## config.mk

```make
export PLATFORM = sky130hd
export DESIGN_NAME = ibde_ctrl
export DESIGN_NICKNAME = d
export VERILOG_FILES = /design/src/design/ibde_pkg.sv /design/src/design/ibde_ctrl.sv
export SDC_FILE = /design/constraint.sdc
export NUM_CORES = 1
export LEC_CHECK = 0
export BUFFER_PORTS_ARGS = -buffer_cell sky130_fd_sc_hd__buf_4
export CORE_AREA = 2 2 39 41
export CTS_CLUSTER_DIAMETER = 30
export DETAILED_ROUTE_END_ITERATION = 10
export DIE_AREA = 0 0 41 43
export PLACE_DENSITY = 0.51
export SYNTH_ARGS = -nofsm -noshare
export SYNTH_HDL_FRONTEND = slang
export SYNTH_SLANG_ARGS = --single-unit
```

## constraint.sdc

```tcl
create_clock -name clock -period 1.4 [get_ports clock]
set_input_delay 0.07 -clock clock [delete_from_list [all_inputs] [get_ports clock]]
set_output_delay 0.07 -clock clock [all_outputs]
set_load 0.01 [all_outputs]
```

## src/design/ibde_pkg.sv

```systemverilog
// ----------------------------------------------------------------------------
// ibde_pkg
// Shared types and constants of the indexed raster draw and blit engine.
// ----------------------------------------------------------------------------
package ibde_pkg;

   localparam int MAX_FRAME_W = 256;
   localparam int MAX_FRAME_H = 256;
   localparam int COL_BITS    = $clog2(MAX_FRAME_W);
   localparam int ROW_BITS    = $clog2(MAX_FRAME_H);
   localparam int ADDR_W      = COL_BITS + ROW_BITS;
   localparam int STORE_DEPTH = MAX_FRAME_W * MAX_FRAME_H;
   localparam int DIM_W       = 9;
   localparam int POS_W       = 10;
   localparam int CRD_W       = 12;
   localparam int PIX_W       = 8;
   localparam int RAMP_BITS   = 3;

   typedef enum logic [2:0] {
      FUNC_WRITE   = 3'd0,
      FUNC_READ    = 3'd1,
      FUNC_FILL    = 3'd2,
      FUNC_OUTLINE = 3'd3,
      FUNC_SWAP    = 3'd4,
      FUNC_RAMP    = 3'd5,
      FUNC_LOAD    = 3'd6,
      FUNC_BLIT    = 3'd7
   } func_type;

   localparam logic [1:0] CSR_FRAME_W  = 2'd0;
   localparam logic [1:0] CSR_FRAME_H  = 2'd1;
   localparam logic [1:0] CSR_SOURCE_W = 2'd2;
   localparam logic [1:0] CSR_SOURCE_H = 2'd3;

   typedef struct packed {
      logic ready;
      logic clear;
      logic seg_init;
      logic seg_inc;
      logic loop_init;
      logic calc;
      logic wr;
   } dp_cmd_type;

   typedef struct packed {
      func_type func;
      logic     clear_last;
      logic     loop_empty;
      logic     loop_last;
      logic     seg_last;
      logic     rsp_busy;
   } dp_status_type;

endpackage

```

## src/design/ibde_ctrl.sv

```systemverilog
// ----------------------------------------------------------------------------
// ibde_ctrl
// Command sequencer: clearing pass, segment and pixel loop control.
// ----------------------------------------------------------------------------
module ibde_ctrl import ibde_pkg::*; (
   input  logic          clock,
   input  logic          reset,
   input  logic          req_valid,
   input  dp_status_type status,
   output dp_cmd_type    cmd
);

   typedef enum logic [2:0] {
      ST_CLEAR, ST_IDLE, ST_START, ST_CALC, ST_RD, ST_WR, ST_SEGEND
   } state_type;

   state_type state_ff, state_in;
   logic      needs_read;

   always_comb begin
      needs_read = (status.func == FUNC_READ) || (status.func == FUNC_SWAP) ||
                   (status.func == FUNC_RAMP) || (status.func == FUNC_BLIT);
   end

   always_comb begin
      cmd      = '0;
      state_in = state_ff;
      unique case (state_ff)
         ST_CLEAR: begin
            cmd.clear = 1'b1;
            if (status.clear_last) begin
               state_in = ST_IDLE;
            end
         end
         ST_IDLE: begin
            cmd.ready    = 1'b1;
            cmd.seg_init = 1'b1;
            if (req_valid) begin
               state_in = ST_START;
            end
         end
         ST_START: begin
            cmd.loop_init = 1'b1;
            state_in = status.loop_empty ? ST_SEGEND : ST_CALC;
         end
         ST_CALC: begin
            cmd.calc = 1'b1;
            state_in = needs_read ? ST_RD : ST_WR;
         end
         ST_RD: begin
            state_in = ST_WR;
         end
         ST_WR: begin
            // hold while the previous read result waits
            if (!(status.func == FUNC_READ && status.rsp_busy)) begin
               cmd.wr   = 1'b1;
               state_in = status.loop_last ? ST_SEGEND : ST_CALC;
            end
         end
         ST_SEGEND: begin
            if (status.seg_last) begin
               state_in = ST_IDLE;
            end else begin
               cmd.seg_inc = 1'b1;
               state_in    = ST_START;
            end
         end
         default: state_in = ST_IDLE;
      endcase
   end

   always_ff @(posedge clock) begin
      if (reset) begin
         state_ff <= ST_CLEAR;
      end else begin
         state_ff <= state_in;
      end
   end

endmodule

```

==> impl_metrics.toml, run 1 <==
[min_path]
hold_end = "state_ff[1]"
holdCritStartpoint = "reset"
hold_depth = 2
hold_class = "in2reg"

[setup_path]
cp_cell_sequence = "buf_4, nor2b_1, and3_1, buf_4"
r2r_slack_ps = 140
r2r_end = "state_ff[0]"
slowest_delay_ps = 340
required_ps = 1330
worst_path_most_repeated_cell = "buf_4"
crit_path_start = "state_ff[0]"
critPathKind = "reg2out"
critPathBufInv = 2
cp_slowest_cell = "dfxtp_1"
critPathLaunchType = "flop"
cp_max_fo = 12
worstReg2RegStart = "state_ff[0]"
critPathTopFamily = "simple AND/OR/NAND/NOR gates"
endpoint_kind = "output pin"
rr_worst_depth = 4
cp.arrival_ps = 1280

[drt]
dr.pass1.iters = 3
via_per_inst = 4.82
ant_nets = 0
vias = 347
initialDrtViolationCount = 2
drcViolationCount = 0
routed_wl_um = 762
wl_per_cell_um = 10.6

[cts]
cts_buffers = 3
clock-sinks = 3
insertion_delay_ps = 240
postCtsHoldBufs = 0
clockRootBuffer = "clkbuf_4"
htree_levels = 1
cts_buffer_depth = 2
cts_tree = "built"
clkTransAtPathRegs_ps = 40

[final_layout]
reg_top3 = "state_ff: 3 flops"
largest_register_ffs = 3
num_antenna_cells = 0
fin_cells = 72
regMostFlops = "state_ff"
drive_gt1_frac = 0.518
synthToLayoutAreaGrowth_pct = 45.0
utilization = 0.341
fin_area_um2 = 472
final_nets = 68

[sta]
setup_viol = 0
maxSlewViolCount = 0
max_freq_mhz = 742
rsz0062_at_grt = "yes"
fin_crit_sh = 0.962
hold_viol_final = 0
skew_ps = 2.11
worstMarginPinSlew_ps = 309
worst_hold_slack_ps = 9.96
fin_crit_ps = 1350
slew-limit-headroom = 0.792

[yosys]
yosys.area.top_type = "dfxtp_1"
ys.flop_type = "dfxtp_1"
syn_inst = 38
syn_nets = 49
synth_area_um2 = 325
yosysSeqAreaShare = 0.185
ys_ff_latch = 3
synth-async-reset-ratio = 0
synthTopCellsByArea = "dfxtp_1 18%, nand4bb_4 8.5%, buf_6 6.9%"
synth_edf_count = 0
synth_cell_type_count = 23
yosys-top-cells-count = "4 x nand2_1, 3 x a21oi_1, 3 x dfxtp_1, 3 x o21ai_0"
yosysMostFrequentCell = "nand2_1"
synth-warning-count = 0
yosysTopAreaCellShare = 0.185
postSynthAreaPerCell_um2 = 8.56

[floorplan]
io_pins = 18
num_rows = 14
placeableCoreArea_um2 = 1380
initial_core_util = 0.235
die_h_um = 43
dieArea_um2 = 1760
die_x_um = 41

[grt]
grt_max_degree = 15
grt_pass1_vias = 291
grt_use_total = 0.100
antenna_found_initial = 0
grt_pass1_wl_um = 1170
overflow = 0

[run]
drv_cap = 0

[placement]
place_area_um2 = 443
dp_hpwl_um = 592
dp.cells = 68
port_buffers = 17
gp_congestion = 0.730

[pwr]
vdd_drop_max_mv = 0.251
leakagePower_nw = 0.206
power_density_nw_per_um2 = 1020
power_mw = 0.482

[outcome]
status = "finished, final reports clean"
==> how the worst max path moves through the flow <==
stage | to | slack, ps | cells past startpoint
global route | cmd[0] | -20 | 4
finish | cmd[0] | 50 | 4
detailed placement | state_ff[0] | 110 | 3
floorplan | state_ff[0] | 200 | 4
global placement | state_ff[0] | 110 | 4
CTS | cmd[3] | 20 | 3
==> layout by cell type, fill, tap and decap left out, types with 2 or more instances in the layout <==
cell and n:
nand2_1 4, buf_4 18, nor2b_1 2, clkbuf_4 3
nor3_1 2, o21ai_0 3, nor2_1 2, dfxtp_2 2
a21oi_1 3, nor3b_1 2
==> routing by layer <==
metal | routed length (um) | vias up | track usage
li1 | - | 176 | -
met1 | 324 | 155 | 0.112
met2 | 362 | 14 | 0.153
met3 | 58 | 2 | 0.0209
met4 | 16 | 0 | 0.0800
met5 | 0 | - | 0
==> per-stage QoR <==
step | TNS (ps) | worst slack [ps]
floorplan | 0 | 198
global placement | 0 | 109
detailed placement | 0 | 114
CTS | 0 | 16.2
global route | -22.8 | -22.8
finish | 0 | 52.8
==> cells by family after synthesis <==
family          share of synthesized area
buf+inv                             0.115
flops                               0.185
mux                                0.0461
simple gates                        0.373
compound gates                      0.281
==> where the power goes <==
part | switching [mW] | internal, mW | total (mW)
logic | 0.0893 | 0.115 | 0.204
registers | 0.0236 | 0.0997 | 0.123
clock network | 0.0479 | 0.107 | 0.155
==> timing repair <==
action / CTS / global route
setup buffers: 0 / 0
gates resized for setup: 0 / 2
endpoints found under the setup margin: 0 / 2
==> area by class of cell <==
cell class / count / area [um^2]
multi-input combinational: 31 / 228
tap: 16 / 20.0
sequential: 3 / 62.6
timing repair buffer: 18 / 135
fill: 153 / 912
clock buffer: 4 / 26.3
(Power assumes the default switching activity.)
==> run 2, diff against run 1 <==
- REMOVE_ABC_BUFFERS: not set -> 1
==> run 2 against run 1 <==
First-iteration DRC count rose by 50%. Maximum frequency increased by 3.7%. Non-clock buffer count grew 1. Clock power shrank 3%. Via count increased by 1.7%. Worst setup slack gained 49 ps. Utilization grew 0.72 points. Sequential power about the same. Total power rose by 0.23%. Global-route usage decreased by 0.69 points. Sequential cell count unchanged. Critical path type unchanged.
==> impl_metrics.toml, run 2 (synthesized netlist as in run 1, its figures left out) <==
[drt]
routed_wl_um = 785
drcViolationCount = 0
initialDrtViolationCount = 3
via_per_inst = 4.84
vias = 353
dr.pass1.iters = 4
wl_per_cell_um = 10.8
ant_nets = 0

[sta]
maxSlewViolCount = 0
worstMarginPinSlew_ps = 290
setup_viol = 0
hold_viol_final = 0
setup-tns-final_ps = 0
max_freq_mhz = 770
skew_ps = 0.607
rsz0062_at_grt = "no"
fin_crit_ps = 1300
fin_crit_sh = 0.928
slew-limit-headroom = 0.805

[cts]
postCtsSetupBuffers = 0
htree_levels = 1
postCtsHoldBufs = 0
insertion_delay_ps = 230
cts_buffers = 3
clkTransAtPathRegs_ps = 40
clockRootBuffer = "clkbuf_4"
cts_tree = "built"
cts_resized = 0
clock-sinks = 3
cts_buffer_depth = 2

[final_layout]
drive_gt1_frac = 0.544
synthToLayoutAreaGrowth_pct = 48.1
fin_cells = 73
most-common-layout-cells = "19 x buf_4, 4 x nand2_1, 3 x o21ai_0, 3 x a21oi_1, 3 x clkbuf_4"
regMostFlops = "state_ff"
reg_top3 = "state_ff: 3 flops"
num_antenna_cells = 0
fill_cells = 144
layout_commonest_cell = "buf_4"
final_nets = 69
largest_register_ffs = 3

[setup_path]
endpoint_kind = "output pin"
required_ps = 1330
worstReg2RegStart = "state_ff[0]"
cp_max_fo = 12
crit_path_start = "state_ff[0]"
critPathKind = "reg2out"
cp.arrival_ps = 1230
critPathLaunchType = "flop"

[min_path]
hold_class = "in2reg"
holdCritStartpoint = "reset"

[placement]
dp.cells = 69
dp_hpwl_um = 604
gp_congestion = 0.735
port_buffers = 17

[pwr]
vdd_drop_max_mv = 0.369
power_density_nw_per_um2 = 1000
power_mw = 0.484
leakagePower_nw = 0.212

[grt]
grt_pass1_vias = 273
antenna_found_initial = 0
grt_pass1_wl_um = 1150
grt_max_degree = 13
grt_use_total = 0.0934
overflow = 0

[floorplan]
die_x_um = 41
initial_core_util = 0.235
io_pins = 18
dieArea_um2 = 1760
placeableCoreArea_um2 = 1380
num_rows = 14
die_h_um = 43

[outcome]
status = "finished, final reports clean"

[run]
drv_cap = 0
-- run 2: changes by cell type in the layout (fill, tap and decap cells not counted) --
cell and delta:
nor2b_1 -1, buf_4 +1, nor2b_2 +1
-- run 2: worst paths after layout --
check | to | slack [ps] | cells after the start
worst min register to register | state_ff[1] | 540 | 2
worst max-delay path | cmd[0] | 100 | 4
worst min-delay path | state_ff[1] | 20 | 2
worst max register to register | state_ff[0] | 140 | 4
-- run 2: layer usage --
| layer | wire [um] | track usage | share of wire | up-vias |
|---|---|---|---|---|
| met2 | 362 | 0.131 | 0.46 | 17 |
| met1 | 337 | 0.135 | 0.43 | 155 |
| met5 | 0 | 0 | 0 | - |
| met4 | 6 | 0.0200 | 0.0076 | 0 |
| li1 | - | - | - | 179 |
| met3 | 77 | 0.0314 | 0.098 | 2 |
-- run 2: cell type report --
class / count / area, um^2 / share of cell area
Sequential cell: 3 / 62.6 / 0.130
Tap cell: 16 / 20.0 / 0.0416
Timing Repair Buffer: 19 / 143 / 0.296
Clock buffer: 4 / 26.3 / 0.0545
Multi-Input combinational cell: 31 / 230 / 0.478
-- run 2: critical path, cell delays in order (launching register included) --
cell and delay, ps:
dfxtp_1 330, buf_4 180, nor2b_2 190, and3_1 180, buf_4 120
-- run 2: report_power, final --
part / total, mW / internal [mW] / switching [mW]
Combinational: 0.211 / 0.120 / 0.0910
Clock: 0.151 / 0.107 / 0.0440
Sequential: 0.122 / 0.0997 / 0.0226
Total: 0.484 / 0.326 / 0.158
-- run 2: per-stage QoR --
step | utilization | hold WS (ps) | cell area (um^2) | setup slack (ps)
after floorplan | - | 138 | 288 | 50.2
after CTS | 0.344 | 12.8 | 477 | 44.5
after global routing | 0.348 | 5.64 | 482 | 14.6
after global placement | 0.325 | 260 | 450 | 145
final | 0.348 | 16.5 | 482 | 101
after detailed placement | 0.325 | 259 | 450 | 129
==> run 3, diff against run 2 <==
- ABC_AREA: not set -> 1
- PLACE_DENSITY: 0.51 -> 0.53
==> run 3 against run 2 <==
Total power down 0.90%. Global-route usage grew 1.3 points. Worst setup slack improved by 28 ps. Register-to-register slack improved by 100 ps.
==> impl_metrics.toml, run 3 <==
[sta]
worst_hold_slack_ps = 14.2
setup-tns-final_ps = 0
skew_ps = 4.87
maxSlewViolCount = 0
setup_viol = 0
hold_viol_final = 0
fin_crit_sh = 0.908
max_freq_mhz = 787
rsz0062_at_grt = "no"
slew-limit-headroom = 0.822
fin_crit_ps = 1270
worstMarginPinSlew_ps = 267

[setup_path]
cp_slowest_cell = "dfxtp_1"
critPathTopFamily = "flip-flops"
cp_cell_sequence = "inv_2, nor4_1, buf_4"
slowest_delay_ps = 460
critPathKind = "reg2out"
cp_max_fo = 7
critPathLaunchType = "flop"
cp.arrival_ps = 1200
endpoint_kind = "output pin"
required_ps = 1330
critPathBufInv = 2

[cts]
cts_tree = "built"
clockRootBuffer = "clkbuf_4"
htree_levels = 1
clkTransAtPathRegs_ps = 30
cts_buffers = 3
postCtsHoldBufs = 0
cts_resized = 0
cts_buffer_depth = 2
clock-sinks = 3
insertion_delay_ps = 230
postCtsSetupBuffers = 0

[yosys]
yosysSeqAreaShare = 0.173
synth_edf_count = 0
synthTopCellsByArea = "dfxtp_1 17%, nor2_1 15%, nand3_1 13%"
synth-warning-count = 0
yosysTopAreaCellShare = 0.173
yosys.area.top_type = "dfxtp_1"
postSynthAreaPerCell_um2 = 5.59
synth_area_um2 = 347
yosys-top-cells-count = "14 x nor2_1, 10 x inv_1, 9 x nand2_1, 9 x nand3_1"
syn_inst = 62
yosysMostFrequentCell = "nor2_1"
ys_ff_latch = 3
synth-async-reset-ratio = 0
ys.flop_type = "dfxtp_1"
synth_cell_type_count = 17

[pwr]
power_density_nw_per_um2 = 941
power_frac_comb = 0.459
power_frac_clock = 0.314
p_seq_frac = 0.228
power_mw = 0.479
switching_share = 0.367
p_int_mw = 0.303
switchingPower_mw = 0.176
leakagePower_nw = 0.301
vdd_drop_max_mv = 0.260

[floorplan]
die_x_um = 41
die_h_um = 43
initial_core_util = 0.250
num_rows = 14
io_pins = 18
dieArea_um2 = 1760
placeableCoreArea_um2 = 1380

[final_layout]
most-common-layout-cells = "19 x buf_4, 14 x nor2_1, 10 x inv_1"
layout_commonest_cell = "buf_4"
drive_gt1_frac = 0.354
num_antenna_cells = 0
regMostFlops = "state_ff"
largest_register_ffs = 3
synthToLayoutAreaGrowth_pct = 46.9
utilization = 0.368
final_nets = 94
reg_top3 = "state_ff: 3 flops"

[drt]
vias = 417
dr.pass1.iters = 3
dr.max_layer_used = "met3"
wl_met1_um = 363
ant_nets = 0
drcViolationCount = 0
via_per_inst = 4.26
initialDrtViolationCount = 3
met2_length_um = 424
route.met3.wl_um = 57
wl_per_cell_um = 8.62
routed_wl_um = 845

[grt]
grt_use_total = 0.106
overflow = 0
grt_max_degree = 9
antenna_found_initial = 0
grt_pass1_vias = 326
grt_pass1_wl_um = 1220

[placement]
gp_congestion = 0.747
port_buffers = 17
dp_hpwl_um = 703

[outcome]
status = "finished, final reports clean"

[run]
drv_cap = 0

[min_path]
hold_class = "in2reg"
==> run 3: cell count changes after synthesis, sizes merged, moves of 3 or more <==
cell   change
a21oi      -3
inv       +13
nand2      +6
nand3     +11
nand4      +3
nor2      +13
==> run 3: final cells by class <==
class | count | area (um^2)
Clock buffer | 4 | 26.3
Fill cell | 164 | 875
Inverter | 13 | 48.8
Multi-Input combinational cell | 43 | 211
Sequential cell | 3 | 60.1
Tap cell | 16 | 20.0
Timing Repair Buffer | 19 | 143
==> run 3: path summary, 6_finish.rpt <==
check                     end  slack [ps]  cells after the start        start
setup / recovery       cmd[3]         130                      3  state_ff[2]
hold / removal    state_ff[2]          10                      2        reset
setup reg to reg  state_ff[0]         240                      7  state_ff[2]
hold reg to reg   state_ff[1]         720                      3  state_ff[2]
==> run 3: worst reg2reg max path, cell delays in order (launching register included) <==
cell and delay (ps):
dfxtp_1 460, inv_2 110, nand3_1 130, inv_1 70
nand3_1 80, nand3_1 80, nor2_1 90, nor2_1 40
==> run 3: power groups by stage <==
| stage | Sequential (mW) | Clock [mW] | Combinational, mW |
|---|---|---|---|
| after floorplan | 0.119 | 0 | 0.116 |
| after global placement | 0.110 | 0 | 0.221 |
| after detailed placement | 0.110 | 0 | 0.221 |
| after CTS | 0.109 | 0.157 | 0.222 |
| after global routing | 0.111 | 0.164 | 0.246 |
| final | 0.109 | 0.150 | 0.220 |
==> run 3: per-stage QoR <==
stage | cell area [um^2] | setup WS [ps] | instances
2_1_floorplan | 320 | 230 | 59
3_3_place_gp | 483 | 259 | 94
3_5_place_dp | 483 | 248 | 94
4_1_cts | 509 | 126 | 98
5_1_grt | 509 | 71.3 | 98
6_report | 509 | 129 | 98
==> run 3: per-layer routing <==
layer  vias to the layer above  global-route usage
met3                         0              0.0314
met5                         -                   0
met4                         0              0.0800
li1                        232                   -
met2                        12               0.147
met1                       173               0.131
==> run 3: cells by family (layout without fill, tap and decap cells) <==
group	after synthesis	in the layout	synth area share
AO/OA/AOI/OAI	2	2	0.0289
flip-flops	3	3	0.173
buffers and inverters	16	36	0.217
AND/OR/NAND/NOR	41	41	0.581
